$ cat config.mk
export PLATFORM = sky130hd
export DESIGN_NAME = checksummed_frame_receiver_top_flat
export DESIGN_NICKNAME = d
export VERILOG_FILES = /design/src/hdl/cfr_pkg.sv /design/src/hdl/cfr_if.sv /design/src/hdl/checksummed_frame_receiver_top.sv /design/src/hdl/cfr_datapath.sv /design/src/hdl/cfr_ctrl.sv /design/src/flat_wrapper.sv
export SDC_FILE = /design/constraint.sdc
export NUM_CORES = 1
export LEC_CHECK = 0
export BUFFER_PORTS_ARGS = -buffer_cell sky130_fd_sc_hd__buf_2
export CORE_MARGIN = 2
export CORE_UTILIZATION = 53
export CTS_CLUSTER_SIZE = 8
export DETAILED_ROUTE_END_ITERATION = 10
export PLACE_DENSITY = 0.72
export SYNTH_ARGS = -nofsm -noshare
export SYNTH_HDL_FRONTEND = slang
export SYNTH_SLANG_ARGS = --single-unit
$ cat constraint.sdc
create_clock -name clk -period 4.45 [get_ports clk]
set_input_delay 0.445 -clock clk [delete_from_list [all_inputs] [get_ports clk]]
set_output_delay 0.445 -clock clk [all_outputs]
set_load 0.02 [all_outputs]
$ cat src/hdl/cfr_pkg.sv
// Shared constants and controller/datapath handshake types for the
// checksummed frame receiver. No dependencies.
package cfr_pkg;

  localparam int MAX_CHANNEL_BYTES   = 16;
  localparam int MAX_PAYLOAD_BYTES   = 32;
  localparam int MAX_FRAME_BYTES_DEF = 56;

  // Byte offsets within a frame
  localparam int HDR_BYTES = 7;   // sync(2) ver type seq clen plen

  localparam logic [7:0] SYNC_A        = 8'h45;
  localparam logic [7:0] SYNC_B        = 8'h42;
  localparam logic [7:0] PROTO_VERSION = 8'h01;

  localparam logic [7:0] KIND_TEXT      = 8'h01;
  localparam logic [7:0] KIND_NUMBER    = 8'h02;
  localparam logic [7:0] KIND_BOOLEAN   = 8'h03;
  localparam logic [7:0] KIND_ACK       = 8'h80;
  localparam logic [7:0] KIND_HELLO     = 8'h81;
  localparam logic [7:0] KIND_HELLO_ACK = 8'h82;
  localparam logic [7:0] KIND_PING      = 8'h83;
  localparam logic [7:0] KIND_PONG      = 8'h84;

  localparam logic [1:0] REPLY_NONE      = 2'd0;
  localparam logic [1:0] REPLY_ACK       = 2'd1;
  localparam logic [1:0] REPLY_PONG      = 2'd2;
  localparam logic [1:0] REPLY_HELLO_ACK = 2'd3;

  localparam logic [1:0] PART_HEADER  = 2'd0;
  localparam logic [1:0] PART_CHANNEL = 2'd1;
  localparam logic [1:0] PART_PAYLOAD = 2'd2;

  // Controller -> datapath
  typedef struct packed {
    logic take_byte;   // input word accepted this cycle
    logic rd_issue;    // read frame store at stream pointer
    logic load_data;   // move read data into the output register
  } ctrl_cmd_t;

  // Datapath -> controller
  typedef struct packed {
    logic hdr_stream;  // accepted word completes a frame with data to stream
    logic stream_last; // stream pointer sits on the final data byte
    logic slot_free;   // output register empty or being drained
  } dp_status_t;

endpackage

$ cat src/hdl/cfr_if.sv
// Valid/ready channel interfaces for received bytes and result items.
// Depends on nothing.
interface cfr_rx_if;
  logic       valid;
  logic       ready;
  logic [7:0] rx_byte;

  modport source (output valid, output rx_byte, input ready);
  modport sink   (input valid, input rx_byte, output ready);
endinterface

interface cfr_result_if;
  logic       valid;
  logic       ready;
  logic [1:0] reply_kind;
  logic [7:0] ack_sequence;
  logic [7:0] frame_type;
  logic       is_new_data;
  logic       session_reset;
  logic [1:0] part_kind;
  logic [7:0] data_byte;
  logic [4:0] byte_index;
  logic       last_item;

  modport source (output valid, output reply_kind, output ack_sequence,
                  output frame_type, output is_new_data, output session_reset,
                  output part_kind, output data_byte, output byte_index,
                  output last_item, input ready);
  modport sink   (input valid, input reply_kind, input ack_sequence,
                  input frame_type, input is_new_data, input session_reset,
                  input part_kind, input data_byte, input byte_index,
                  input last_item, output ready);
endinterface

$ cat src/hdl/checksummed_frame_receiver_top.sv
// Top level of the checksummed frame receiver.
// Uses cfr_pkg, cfr_if, cfr_ctrl and cfr_datapath.
//
// Receives link bytes one word per cycle on rx, hunts for the 0x45 0x42 sync
// pair, collects version, type, sequence, channel length, payload length,
// channel, payload and an XOR checksum (over version through payload), and
// classifies good frames. Ping yields a pong header, hello a hello-ack header
// with session_reset, hello-ack a header with session_reset only. Text,
// number and boolean frames get an ack header; a new sequence also streams
// its channel bytes and then payload bytes as further result words, with
// last_item on the final word. Rate: one rx word per cycle while collecting,
// as long as the output register is empty or drained in that cycle; any rx
// word waits while a result word sits unaccepted. A frame with data streams
// out each channel/payload byte with a frame store read, then an output
// load, and rx stays blocked until the last data byte is loaded, longer
// under result backpressure. The frame store needs no clearing after reset.
module checksummed_frame_receiver_top
  import cfr_pkg::*;
#(
  parameter int MAX_FRAME_BYTES = MAX_FRAME_BYTES_DEF
) (
  input logic          clk,
  input logic          rst,
  cfr_rx_if.sink       rx,
  cfr_result_if.source result
);

  ctrl_cmd_t  cmd;
  dp_status_t status;

  cfr_ctrl u_ctrl (
    .clk      (clk),
    .rst      (rst),
    .in_valid (rx.valid),
    .in_ready (rx.ready),
    .status   (status),
    .cmd      (cmd)
  );

  cfr_datapath #(
    .MAX_FRAME_BYTES (MAX_FRAME_BYTES)
  ) u_datapath (
    .clk           (clk),
    .rst           (rst),
    .cmd           (cmd),
    .status        (status),
    .rx_byte       (rx.rx_byte),
    .out_ready     (result.ready),
    .out_valid     (result.valid),
    .reply_kind    (result.reply_kind),
    .ack_sequence  (result.ack_sequence),
    .frame_type    (result.frame_type),
    .is_new_data   (result.is_new_data),
    .session_reset (result.session_reset),
    .part_kind     (result.part_kind),
    .data_byte     (result.data_byte),
    .byte_index    (result.byte_index),
    .last_item     (result.last_item)
  );

endmodule

$ cat src/hdl/cfr_datapath.sv
// Datapath: hunt counter, header capture, running XOR, frame store,
// frame classification and the output register. Uses cfr_pkg.
module cfr_datapath
  import cfr_pkg::*;
#(
  parameter int MAX_FRAME_BYTES = MAX_FRAME_BYTES_DEF
) (
  input  logic       clk,
  input  logic       rst,
  input  ctrl_cmd_t  cmd,
  output dp_status_t status,
  input  logic [7:0] rx_byte,
  input  logic       out_ready,
  output logic       out_valid,
  output logic [1:0] reply_kind,
  output logic [7:0] ack_sequence,
  output logic [7:0] frame_type,
  output logic       is_new_data,
  output logic       session_reset,
  output logic [1:0] part_kind,
  output logic [7:0] data_byte,
  output logic [4:0] byte_index,
  output logic       last_item
);

  localparam int FILL_W = $clog2(MAX_FRAME_BYTES + 1);
  localparam int ADDR_W = $clog2(MAX_FRAME_BYTES);

  logic [7:0] frame_store [MAX_FRAME_BYTES];

  logic [FILL_W-1:0] fill;
  logic [7:0]        version, ftype, seq, clen, plen, bool_val, xsum, last_seq;
  logic [ADDR_W-1:0] cnt;
  logic [7:0]        rd_data;

  logic [FILL_W-1:0] fill_next;
  logic              in_body, full, bad_len, frame_done, sum_ok;
  logic              is_data, data_ok, is_repeat, hdr_emit;
  logic [7:0]        plen_eff;
  logic [8:0]        data_total;
  logic [9:0]        frame_len;
  logic [8:0]        pay_index;
  logic              in_chan;

  assign full      = fill >= FILL_W'(MAX_FRAME_BYTES);
  assign in_body   = (fill >= FILL_W'(2)) && !full;
  assign fill_next = fill + FILL_W'(1);
  assign plen_eff  = (fill == FILL_W'(HDR_BYTES - 1)) ? rx_byte : plen;
  assign bad_len   = ({1'b0, clen} > 9'(MAX_CHANNEL_BYTES)) ||
                     ({1'b0, plen_eff} > 9'(MAX_PAYLOAD_BYTES));
  assign frame_len = 10'(HDR_BYTES + 1) + 10'(clen) + 10'(plen);
  assign frame_done = in_body && (fill_next >= FILL_W'(HDR_BYTES)) && !bad_len &&
                      (10'(fill_next) == frame_len);

  // Checksum byte XORed in: good frame folds to zero
  assign sum_ok = (version == PROTO_VERSION) && ((xsum ^ rx_byte) == 8'h00);

  assign is_data = (ftype == KIND_TEXT) || (ftype == KIND_NUMBER) ||
                   (ftype == KIND_BOOLEAN);
  assign data_ok = is_data && (seq != 8'h00) &&
                   !((ftype == KIND_NUMBER) && (plen != 8'd4)) &&
                   !((ftype == KIND_BOOLEAN) && (plen != 8'd1)) &&
                   !((ftype == KIND_BOOLEAN) && (bool_val > 8'd1));
  assign is_repeat = seq == last_seq;
  assign hdr_emit  = frame_done && sum_ok &&
                     ((ftype == KIND_PING) || (ftype == KIND_HELLO) ||
                      (ftype == KIND_HELLO_ACK) || data_ok);

  assign data_total = 9'(clen) + 9'(plen);
  assign in_chan    = 9'(cnt) < 9'(clen);
  assign pay_index  = in_chan ? 9'(cnt) : 9'(cnt) - 9'(clen);

  assign status.hdr_stream  = frame_done && sum_ok && data_ok && !is_repeat &&
                              (data_total != 9'd0);
  assign status.stream_last = 9'(cnt) == data_total - 9'd1;
  assign status.slot_free   = !out_valid || out_ready;

  // Hunt / collect counter and session sequence
  always_ff @(posedge clk) begin
    if (rst) begin
      fill     <= '0;
      last_seq <= '0;
    end else if (cmd.take_byte) begin
      if (fill == FILL_W'(0) || full) begin
        fill <= (rx_byte == SYNC_A) ? FILL_W'(1) : FILL_W'(0);
      end else if (fill == FILL_W'(1)) begin
        if (rx_byte == SYNC_B) begin
          fill <= FILL_W'(2);
        end else if (rx_byte != SYNC_A) begin
          fill <= '0;
        end
      end else if (fill_next < FILL_W'(HDR_BYTES)) begin
        fill <= fill_next;
      end else if (bad_len) begin
        fill <= (rx_byte == SYNC_A) ? FILL_W'(1) : FILL_W'(0);
      end else if (frame_done) begin
        fill <= '0;
        if (sum_ok) begin
          if (ftype == KIND_HELLO || ftype == KIND_HELLO_ACK) begin
            last_seq <= '0;
          end else if (data_ok && !is_repeat) begin
            last_seq <= seq;
          end
        end
      end else begin
        fill <= fill_next;
      end
    end
  end

  // Header capture and running checksum
  always_ff @(posedge clk) begin
    if (cmd.take_byte && in_body) begin
      xsum <= (fill == FILL_W'(2)) ? rx_byte : (xsum ^ rx_byte);
      case (fill)
        FILL_W'(2): version <= rx_byte;
        FILL_W'(3): ftype   <= rx_byte;
        FILL_W'(4): seq     <= rx_byte;
        FILL_W'(5): clen    <= rx_byte;
        FILL_W'(6): plen    <= rx_byte;
        default: ;
      endcase
      if ((fill >= FILL_W'(HDR_BYTES)) &&
          (10'(fill) == 10'(HDR_BYTES) + 10'(clen))) begin
        bool_val <= rx_byte;
      end
    end
  end

  // Frame store: one write and one registered read per cycle
  always_ff @(posedge clk) begin
    if (cmd.take_byte && in_body) begin
      frame_store[fill[ADDR_W-1:0]] <= rx_byte;
    end
    if (cmd.rd_issue) begin
      rd_data <= frame_store[ADDR_W'(HDR_BYTES) + cnt];
    end
  end

  // Stream pointer
  always_ff @(posedge clk) begin
    if (cmd.take_byte) begin
      cnt <= '0;
    end else if (cmd.load_data) begin
      cnt <= cnt + ADDR_W'(1);
    end
  end

  // Output register
  always_ff @(posedge clk) begin
    if (rst) begin
      out_valid <= 1'b0;
    end else if ((cmd.take_byte && hdr_emit) || cmd.load_data) begin
      out_valid <= 1'b1;
    end else if (out_ready) begin
      out_valid <= 1'b0;
    end
    if (cmd.take_byte && hdr_emit) begin
      frame_type    <= ftype;
      part_kind     <= PART_HEADER;
      data_byte     <= 8'h00;
      byte_index    <= '0;
      ack_sequence  <= 8'h00;
      is_new_data   <= 1'b0;
      session_reset <= 1'b0;
      last_item     <= 1'b1;
      case (ftype)
        KIND_PING: reply_kind <= REPLY_PONG;
        KIND_HELLO: begin
          reply_kind    <= REPLY_HELLO_ACK;
          session_reset <= 1'b1;
        end
        KIND_HELLO_ACK: begin
          reply_kind    <= REPLY_NONE;
          session_reset <= 1'b1;
        end
        default: begin
          reply_kind   <= REPLY_ACK;
          ack_sequence <= seq;
          is_new_data  <= !is_repeat;
          last_item    <= is_repeat || (data_total == 9'd0);
        end
      endcase
    end else if (cmd.load_data) begin
      reply_kind    <= REPLY_NONE;
      ack_sequence  <= 8'h00;
      is_new_data   <= 1'b1;
      session_reset <= 1'b0;
      part_kind     <= in_chan ? PART_CHANNEL : PART_PAYLOAD;
      data_byte     <= rd_data;
      byte_index    <= pay_index[4:0];
      last_item     <= status.stream_last;
    end
  end

endmodule

$ cat src/hdl/cfr_ctrl.sv
// Controller: sequences byte intake and the channel/payload stream-out.
// Uses cfr_pkg.
module cfr_ctrl
  import cfr_pkg::*;
(
  input  logic       clk,
  input  logic       rst,
  input  logic       in_valid,
  output logic       in_ready,
  input  dp_status_t status,
  output ctrl_cmd_t  cmd
);

  typedef enum logic [1:0] {
    ST_COLLECT,
    ST_READ,
    ST_WRITE
  } state_t;

  state_t state;

  assign in_ready      = (state == ST_COLLECT) && status.slot_free;
  assign cmd.take_byte = in_valid && in_ready;
  assign cmd.rd_issue  = state == ST_READ;
  assign cmd.load_data = (state == ST_WRITE) && status.slot_free;

  always_ff @(posedge clk) begin
    if (rst) begin
      state <= ST_COLLECT;
    end else begin
      case (state)
        ST_COLLECT: begin
          if (cmd.take_byte && status.hdr_stream) state <= ST_READ;
        end
        ST_READ: state <= ST_WRITE;
        ST_WRITE: begin
          if (cmd.load_data) state <= status.stream_last ? ST_COLLECT : ST_READ;
        end
        default: state <= ST_COLLECT;
      endcase
    end
  end

endmodule
$ cat src/flat_wrapper.sv
// flat-port wrapper written by rule: the top's interface ports become plain ports
module checksummed_frame_receiver_top_flat import cfr_pkg::*;
#(
  parameter int MAX_FRAME_BYTES = MAX_FRAME_BYTES_DEF
)
  (clk, rst, rx_valid, rx_rx_byte, rx_ready, result_valid, result_reply_kind, result_ack_sequence, result_frame_type, result_is_new_data, result_session_reset, result_part_kind, result_data_byte, result_byte_index, result_last_item, result_ready);
  cfr_rx_if rx_i ();
  cfr_result_if result_i ();
  input logic clk;
  input logic rst;
  input wire logic [$bits(rx_i.valid)-1:0] rx_valid;
  input wire logic [$bits(rx_i.rx_byte)-1:0] rx_rx_byte;
  output wire logic [$bits(rx_i.ready)-1:0] rx_ready;
  output wire logic [$bits(result_i.valid)-1:0] result_valid;
  output wire logic [$bits(result_i.reply_kind)-1:0] result_reply_kind;
  output wire logic [$bits(result_i.ack_sequence)-1:0] result_ack_sequence;
  output wire logic [$bits(result_i.frame_type)-1:0] result_frame_type;
  output wire logic [$bits(result_i.is_new_data)-1:0] result_is_new_data;
  output wire logic [$bits(result_i.session_reset)-1:0] result_session_reset;
  output wire logic [$bits(result_i.part_kind)-1:0] result_part_kind;
  output wire logic [$bits(result_i.data_byte)-1:0] result_data_byte;
  output wire logic [$bits(result_i.byte_index)-1:0] result_byte_index;
  output wire logic [$bits(result_i.last_item)-1:0] result_last_item;
  input wire logic [$bits(result_i.ready)-1:0] result_ready;
  assign rx_i.valid = rx_valid;
  assign rx_i.rx_byte = rx_rx_byte;
  assign rx_ready = rx_i.ready;
  assign result_valid = result_i.valid;
  assign result_reply_kind = result_i.reply_kind;
  assign result_ack_sequence = result_i.ack_sequence;
  assign result_frame_type = result_i.frame_type;
  assign result_is_new_data = result_i.is_new_data;
  assign result_session_reset = result_i.session_reset;
  assign result_part_kind = result_i.part_kind;
  assign result_data_byte = result_i.data_byte;
  assign result_byte_index = result_i.byte_index;
  assign result_last_item = result_i.last_item;
  assign result_i.ready = result_ready;
  checksummed_frame_receiver_top #(.MAX_FRAME_BYTES(MAX_FRAME_BYTES)) u_core (.clk(clk), .rst(rst), .rx(rx_i), .result(result_i));
endmodule
==> results.toml, run 1 <==
[cells_and_area]
regArea_mm2 = 0.0167
layout_common_cells = "edfxtp_1, mux4_2, nor2_1, clkbuf_16, nand2_1"
synthToLayoutAreaGrowth_pct = 13.4
n_antenna_cell = 0
multi_input_area_mm2 = 0.00713
final_common_cell = "edfxtp_1"
final_util_pct = 60.7
nets = 1516
fillCellCount = 3249
drive_above_1_share_pct = 22.8

[floorplan]
core_area_mm2 = 0.0453
die_w_um = 218
row_count = 78
io_pins = 50
dieHeight_um = 218
die_area_mm2 = 0.0474
start_util_pct = 53.5

[grt]
antenna_found_initial = 2
grt.overflow.total = 0
grt_start_max_net_pins = 69
grt_pass1_wl_mm = 83.7
grt_pass1_vias = 13300
track_usage_pct = 24.4

[power]
pwr-share-seq_pct = 51.1
switching_share_pct = 20.0
ir_worst_vdd_uv = 374
p_leak_uw = 0.00900
switchingPower_uw = 2290
internal-power_uw = 9180
power_density_mw_per_mm2 = 418
pwr-share-comb_pct = 1.4
clock_power_share_pct = 47.5
power.total_uw = 11500

[synth]
syn_inst = 1367
async_flop_share_pct = 0
synth_seq_area_share_pct = 69.1
syn_area_per_cell_um2 = 17.7
synth_nets = 1418
yosys_warnings = 0
synth_edf_count = 532
netlist_area_mm2 = 0.0242
yosysUniqueCellTypes = 70
synth-main-ff-cell = "edfxtp_1"
ys_ff_latch = 570

[clock_network]
clock-sinks = 570
cts-hold-fix-buffers = 0
cts_tree = "yes"
clk-insertion-delay-late_ps = 620
clk_pin_slew_ps = 60
cts_resized = 0
clockBufferDepth = 3
cts_buffers = 81
cts_max_level = 3
post_cts_buffers = 0
clockRootBuffer = "clkbuf_16"

[place]
port_buffers = 49
pre_cts_ws_ps = 618
dp_hpwl_mm = 35.2
place.gp.congestion = 0.931

[drt]
via_count = 13100
routed_wl_mm = 56.1
vias_per_cell = 6.28
drc = 0
drt-initial-drc-count = 1293
ant_nets = 0
dr.pass1.iters = 5
wire_per_inst_um = 26.9

[critical_path]
timing.rr.start = "u_core.u_datapath.fill[0]"
cp_max_fo = 15
startpoint = "u_core.u_datapath.fill[0]"
cp_common_cell = "buf_4"
worstSetupPathType = "flop to flop"
max_stage_delay_ps = 600
end_kind = "flop"
reg2reg_slack_ps = 580
ff2ff_path_depth = 10
critPathRequiredTime_ps = 4750
r2r-end = "u_core.u_datapath.ack_sequence[5]"
cp-start-kind = "flop"
arrival_ps = 4170
path_cells = "inv_1, ha_1, and3_1, mux2_4, nor4_2, nand4_2, buf_4, or2_1, o21ai_1, buf_4"
slowest_stage = "dfxtp_1"

[min_path]
hp-class = "input port to flop"
holdPathStages = 2
hold_start = "rst"
hold_path_end = "u_core.u_ctrl.state[1]"

[timing]
hold_viol_final = 0
fin_ws_ps = 585
fin_crit_sh_pct = 86.9
relSlewSlack_pct = 34.0
tightest_slew_ps = 986
maxSlewViolCount = 0
finalSetupTns_ps = 0
fin_skew_ps = 20.2
fin_crit_ps = 3870
fmax_ghz = 0.259
whs_ps = 145
rsz0062_at_grt = "false"
setup_viol = 0

[flow_run]
cap_violations = 0

[run_status]
status = "finished, final reports clean"
cells in the mapped netlist (all sizes together) (3+ instances only):
cell type  instances  area [µm²]
o31ai              8        60.1
edfxtp           532       16000
a211oi             8        60.1
a21o               6        45.0
o41ai              9        78.8
or4                4        30.0
o2111ai            6        52.6
o311ai             8        70.1
xor2              29         254
and3              14        87.6
clkbuf            39         146
inv               35         131
nand4b             4        35.0
or2                6        37.5
and2               8        50.1
dfxtp             38         761
xnor2             30         263
nor3              15        91.3
nor4              13        87.6
nand2b             8        50.1
or3               10        62.6
ha                31         388
nor2b             13        81.3
a21oi             28         140
a211o              4        35.0
fa                 8         160
a31oi              4        25.0
o21a               4        30.0
nand3             22         110
mux2i             10         100
mux2              12         139
nand4              8        56.3
o31a               3        26.3
mux4             144        3240
nor2              88         330
o21ai             18        90.1
buf               22         114
nand2             71         267
o211ai             8        60.1
o211a              8        80.1
flip-flops by register name (all words and copies together), names as in the netlist, 2 cells and up:
name and flops:
u_core.u_datapath.frame_store 448, u_core.u_datapath.ack_sequence 8, u_core.u_datapath.clen 8, u_core.u_datapath.data_byte 8, u_core.u_datapath.frame_type 8, u_core.u_datapath.ftype 8, u_core.u_datapath.last_seq 8, u_core.u_datapath.plen 8
u_core.u_datapath.rd_data 8, u_core.u_datapath.seq 8, u_core.u_datapath.version 8, u_core.u_datapath.xsum 8, u_core.u_datapath.bool_val 7, u_core.u_datapath.cnt 6, u_core.u_datapath.fill 6, u_core.u_datapath.byte_index 5
u_core.u_ctrl.state 2, u_core.u_datapath.part_kind 2, u_core.u_datapath.reply_kind 2
worst max path at each step:
stage | to | slack [ps] | cells past startpoint
finish | u_core.u_datapath.ack_sequence[5] | 580 | 10
global route | u_core.u_datapath.reply_kind[0] | 410 | 11
CTS | u_core.u_datapath.ack_sequence[5] | 620 | 11
detailed placement | u_core.u_datapath.ack_sequence[5] | 620 | 10
global placement | u_core.u_datapath.ack_sequence[5] | 660 | 10
floorplan | u_core.u_datapath.ack_sequence[0] | 200 | 11
cell type report:
cell class	instances	area share [%]
Multi-Input combinational cell	700	26.0
Timing Repair Buffer	76	1.81
Sequential cell	570	60.9
Clock inverter	8	0.442
Inverter	36	0.492
Tap cell	600	2.73
Clock buffer	96	7.62
stage by stage:
| stage | std cells | area (µm²) |
|---|---|---|
| finish | 2086 | 27500 |
| global route | 2086 | 27500 |
| CTS | 2086 | 27500 |
| detailed placement | 1982 | 25300 |
| global placement | 1982 | 25300 |
| floorplan | 1367 | 24200 |
kinds of logic after synthesis:
group | after synthesis | share of synthesized area [%]
flops | 570 | 69.1
simple gates | 293 | 6.01
mux | 166 | 14.4
compound gates | 139 | 4.15
buf+inv | 97 | 1.63
xor+xnor | 62 | 2.42
fa+ha+maj | 40 | 2.30
critical path: cells and delay by family (launching register included):
| family | cells | cell delay [ps] |
|---|---|---|
| adder cells (fa/ha/maj) | 1 | 350 |
| buffers and inverters | 3 | 690 |
| multiplexers | 1 | 390 |
| flip-flops | 1 | 600 |
| AND/OR/NAND/NOR | 4 | 1330 |
| AO/OA/AOI/OAI | 1 | 180 |
power by group through the flow:
stage / combinational (µW) / sequential (µW) / clock, µW
floorplan: 42.7 / 5970 / 0
global placement: 149 / 5970 / 0
detailed placement: 158 / 5970 / 0
CTS: 158 / 5870 / 5530
global route: 170 / 5860 / 5740
finish: 158 / 5870 / 5450
metal layers:
| layer | wire length (µm) | track usage (%) |
|---|---|---|
| met5 | 27 | 0 |
| met1 | 23000 | 33.6 |
| met4 | 2120 | 10.5 |
| met3 | 4420 | 5.45 |
| met2 | 26500 | 37.8 |
No activity file was read; power rests on OpenSTA's default activity.
==> inputs of run 2 (changes only) <==
CELL_PAD_IN_SITES_DETAIL_PLACEMENT = 0   (was not set)
CELL_PAD_IN_SITES_GLOBAL_PLACEMENT = 1   (was not set)
CORE_UTILIZATION = 49   (was 53)
PLACE_DENSITY = not set   (was 0.72)
PLACE_DENSITY_LB_ADDON = 0.1   (was not set)
==> results.toml, run 2 (same netlist as run 1, synthesis figures left out) <==
[timing]
fmax_ghz = 0.249
fin_skew_ps = 20.6
relSlewSlack_pct = 39.4
finalSetupTns_ps = 0
setup_viol = 0
rsz0062_at_grt = "false"
fin_crit_sh_pct = 90.3
fin_crit_ps = 4020
tightest_slew_ps = 905
hold_viol_final = 0
maxSlewViolCount = 0

[critical_path]
worstSetupPathType = "flop to flop"
arrival_ps = 4310
critPathRequiredTime_ps = 4740
cp_max_fo = 17
reg2reg_slack_ps = 430
end_kind = "flop"
cp-start-kind = "flop"
timing.rr.start = "u_core.u_datapath.fill[3]"
startpoint = "u_core.u_datapath.fill[3]"

[cells_and_area]
drive_above_1_share_pct = 22.8
layout_common_cells = "edfxtp_1, mux4_2, nor2_1, clkbuf_16, nand2_1"
nets = 1521
synthToLayoutAreaGrowth_pct = 14.1
stdcell_count = 2164
n_antenna_cell = 0
final_common_cell = "edfxtp_1"
largest_register_ffs = 448

[drt]
wire_per_inst_um = 27.0
drc = 0
via_count = 12900
wl_met1_mm = 26.1
route.met3.wl_mm = 3.61
drt-initial-drc-count = 1371
routed.top_layer = "met4"
dr.pass1.iters = 7
vias_per_cell = 5.95
ant_nets = 0
dr_wl_met2_mm = 27.7
routed_wl_mm = 58.4

[clock_network]
cts_tree = "yes"
cts_buffers = 81
clockRootBuffer = "clkbuf_16"
clock-sinks = 570
clk_pin_slew_ps = 60
post_cts_buffers = 0
clk-insertion-delay-late_ps = 610
cts_resized = 0
clockBufferDepth = 3
cts-hold-fix-buffers = 0
cts_max_level = 3

[power]
ir_worst_vdd_uv = 391
p_leak_uw = 0.00904
power_density_mw_per_mm2 = 419
power.total_uw = 11600

[run_status]
status = "finished, final reports clean"

[grt]
grt_pass1_vias = 12900
grt_pass1_wl_mm = 87.1
antenna_found_initial = 2
grt_start_max_net_pins = 91
grt.overflow.total = 0
track_usage_pct = 23.9

[floorplan]
io_pins = 50
die_area_mm2 = 0.0512
dieHeight_um = 226
die_w_um = 226
row_count = 81
core_area_mm2 = 0.0488
start_util_pct = 49.6

[place]
dp_hpwl_mm = 37.4
place.gp.congestion = 0.846
port_buffers = 49
dp_cells = 2051

[min_path]
hold_start = "rst"
hp-class = "input port to flop"

[flow_run]
cap_violations = 0
[run 2: routing by layer]
metal	track usage, %	vias to the layer above
li1	-	5685
met5	0	-
met4	5.62	0
met1	34.8	6695
met3	5.07	84
met2	37.1	410
[run 2: stage by stage]
step	hold WS, ps	cell area, µm²	util [%]	setup slack [ps]
global placement	437	25400	51.9	607
global route	119	27600	56.5	201
finish	141	27600	56.5	434
detailed placement	439	25400	51.9	527
floorplan	427	24200	-	204
CTS	92.9	27600	56.5	511
[run 2: worst paths after layout]
path / endpoint / depth (start not counted)
min: u_core.u_ctrl.state[1] / 2
min reg2reg: u_core.u_datapath.frame_type[2] / 0
max reg2reg: u_core.u_datapath.ack_sequence[5] / 8
max: u_core.u_datapath.ack_sequence[5] / 8
[run 2: cell type report]
class                   count  area [µm²]
clock buffers             107        2150
clock inverters             6         106
fillers                  3791       21200
inverters                  36         135
multi-input cells         700        7130
flip-flops and latches    570       16700
well taps                 664         831
repair buffers             81         536
[run 2: worst max-delay path: stages (launching register included)]
cell     delay (ps)
dfxtp_1         560
nor3_4          460
and3_1          540
mux2_4          360
nor4_2          360
nand4_2         450
or2_1           530
o21ai_1         180
buf_4           250
[run 2: power breakdown]
group / total (µW) / internal [µW] / switching, µW
combinational: 160 / 29.5 / 131
clock: 5540 / 3380 / 2150
sequential: 5870 / 5860 / 3.78
total: 11600 / 9280 / 2290
==> inputs of run 3 (changes only) <==
MAX_ROUTING_LAYER = met4   (was not set)
==> results.toml, run 3 (same netlist as run 1, synthesis figures left out) <==
[power]
pwr-share-seq_pct = 50.7
ir_worst_vdd_uv = 391
clock_power_share_pct = 47.9
p_leak_uw = 0.00904
power_density_mw_per_mm2 = 419
pwr-share-comb_pct = 1.4
switching_share_pct = 19.9
switchingPower_uw = 2300
internal-power_uw = 9270

[floorplan]
die_w_um = 226
die_area_mm2 = 0.0512
start_util_pct = 49.6
io_pins = 50
row_count = 81
core_area_mm2 = 0.0488
dieHeight_um = 226

[cells_and_area]
final_common_cell = "edfxtp_1"
final_cell_area_mm2 = 0.0276
synthToLayoutAreaGrowth_pct = 14.1
drive_above_1_share_pct = 22.8
largest_register_ffs = 448
n_antenna_cell = 0
nets = 1521
layout_common_cells = "edfxtp_1, mux4_2, nor2_1, clkbuf_16, nand2_1"

[grt]
grt_start_max_net_pins = 91
track_usage_pct = 24.6
antenna_found_initial = 2
grt_pass1_wl_mm = 87.1
grt.overflow.total = 0
grt_pass1_vias = 12900

[timing]
fin_crit_sh_pct = 90.1
hold_viol_final = 0
fin_crit_ps = 4010
setup_viol = 0
tightest_slew_ps = 930
finalSetupTns_ps = 0
fin_skew_ps = 20.3
maxSlewViolCount = 0
rsz0062_at_grt = "false"
fmax_ghz = 0.249
relSlewSlack_pct = 37.8

[min_path]
hold_path_end = "u_core.u_ctrl.state[1]"
hp-class = "input port to flop"
holdPathStages = 2
hold_start = "rst"

[clock_network]
cts_buffers = 81
clock-sinks = 570
cts-hold-fix-buffers = 0
clk-insertion-delay-late_ps = 610
cts_tree = "yes"
clockRootBuffer = "clkbuf_16"
cts_max_level = 3
cts_resized = 0
clk_pin_slew_ps = 60
clockBufferDepth = 3
post_cts_buffers = 0

[critical_path]
arrival_ps = 4300
critPathRequiredTime_ps = 4740
cp-start-kind = "flop"
startpoint = "u_core.u_datapath.fill[3]"
worstSetupPathType = "flop to flop"
cp_max_fo = 17
ff2ff_path_depth = 8
reg2reg_slack_ps = 440
end_kind = "flop"
r2r-end = "u_core.u_datapath.ack_sequence[5]"
timing.rr.start = "u_core.u_datapath.fill[3]"

[drt]
wire_per_inst_um = 27.0
drt-initial-drc-count = 1352
routed_wl_mm = 58.3
vias_per_cell = 5.93
ant_nets = 0
dr.pass1.iters = 7
drc = 0
via_count = 12800

[run_status]
status = "finished, final reports clean"

[place]
place.gp.congestion = 0.860
port_buffers = 49
dp_hpwl_mm = 37.4
place_area_mm2 = 0.0254

[flow_run]
cap_violations = 0
==> run 3: cell counts in the layout (fill, tap and decap cells not counted) <==
Identical to the previous run, type by type.
==> run 3: worst max-delay path by stage <==
| stage | to | slack [ps] | cells after the start |
|---|---|---|---|
| after global placement | u_core.u_datapath.ack_sequence[6] | 610 | 8 |
| final | u_core.u_datapath.ack_sequence[5] | 440 | 8 |
| after floorplan | u_core.u_datapath.ack_sequence[0] | 200 | 11 |
| after detailed placement | u_core.u_datapath.ack_sequence[5] | 530 | 8 |
| after CTS | u_core.u_datapath.ack_sequence[5] | 510 | 8 |
| after global routing | u_core.u_datapath.ack_sequence[5] | 200 | 9 |
==> run 3: power groups by stage <==
stage	clock network, µW	logic, µW	registers [µW]
global route	5870	176	5860
global placement	0	158	5970
detailed placement	0	164	5970
CTS	5640	164	5870
floorplan	0	42.7	5970
finish	5550	161	5870
==> run 3: routing by layer <==
metal / track usage, % / share of wire (%)
met5: - / 0
met1: 35.0 / 44
met2: 36.9 / 47
met4: 5.58 / 1.7
met3: 5.09 / 7.3
==> run 3: worst max-delay path: stages (launching register included) <==
cell and delay (ps):
dfxtp_1 550, nor3_4 450, and3_1 540, mux2_4 360, nor4_2 360, nand4_2 450, or2_1 530, o21ai_1 180
buf_4 250
==> run 3: layout make-up <==
class | instances | area, µm²
Inverter | 36 | 135
Timing Repair Buffer | 81 | 536
Clock buffer | 107 | 2150
Tap cell | 664 | 831
Sequential cell | 570 | 16700
Multi-Input combinational cell | 700 | 7130
Clock inverter | 6 | 106
Fill cell | 3791 | 21200
==> run 3: through the flow <==
stage,worst slack [ps],std cells,total power (µW),hold WS [ps],utilization [%]
after floorplan,204,1367,6010,427,-
after global placement,607,2051,6120,437,51.9
after detailed placement,527,2051,6130,439,51.9
after CTS,511,2164,11700,92.9,56.5
after global routing,201,2164,11900,119,56.5
final,440,2164,11600,124,56.5
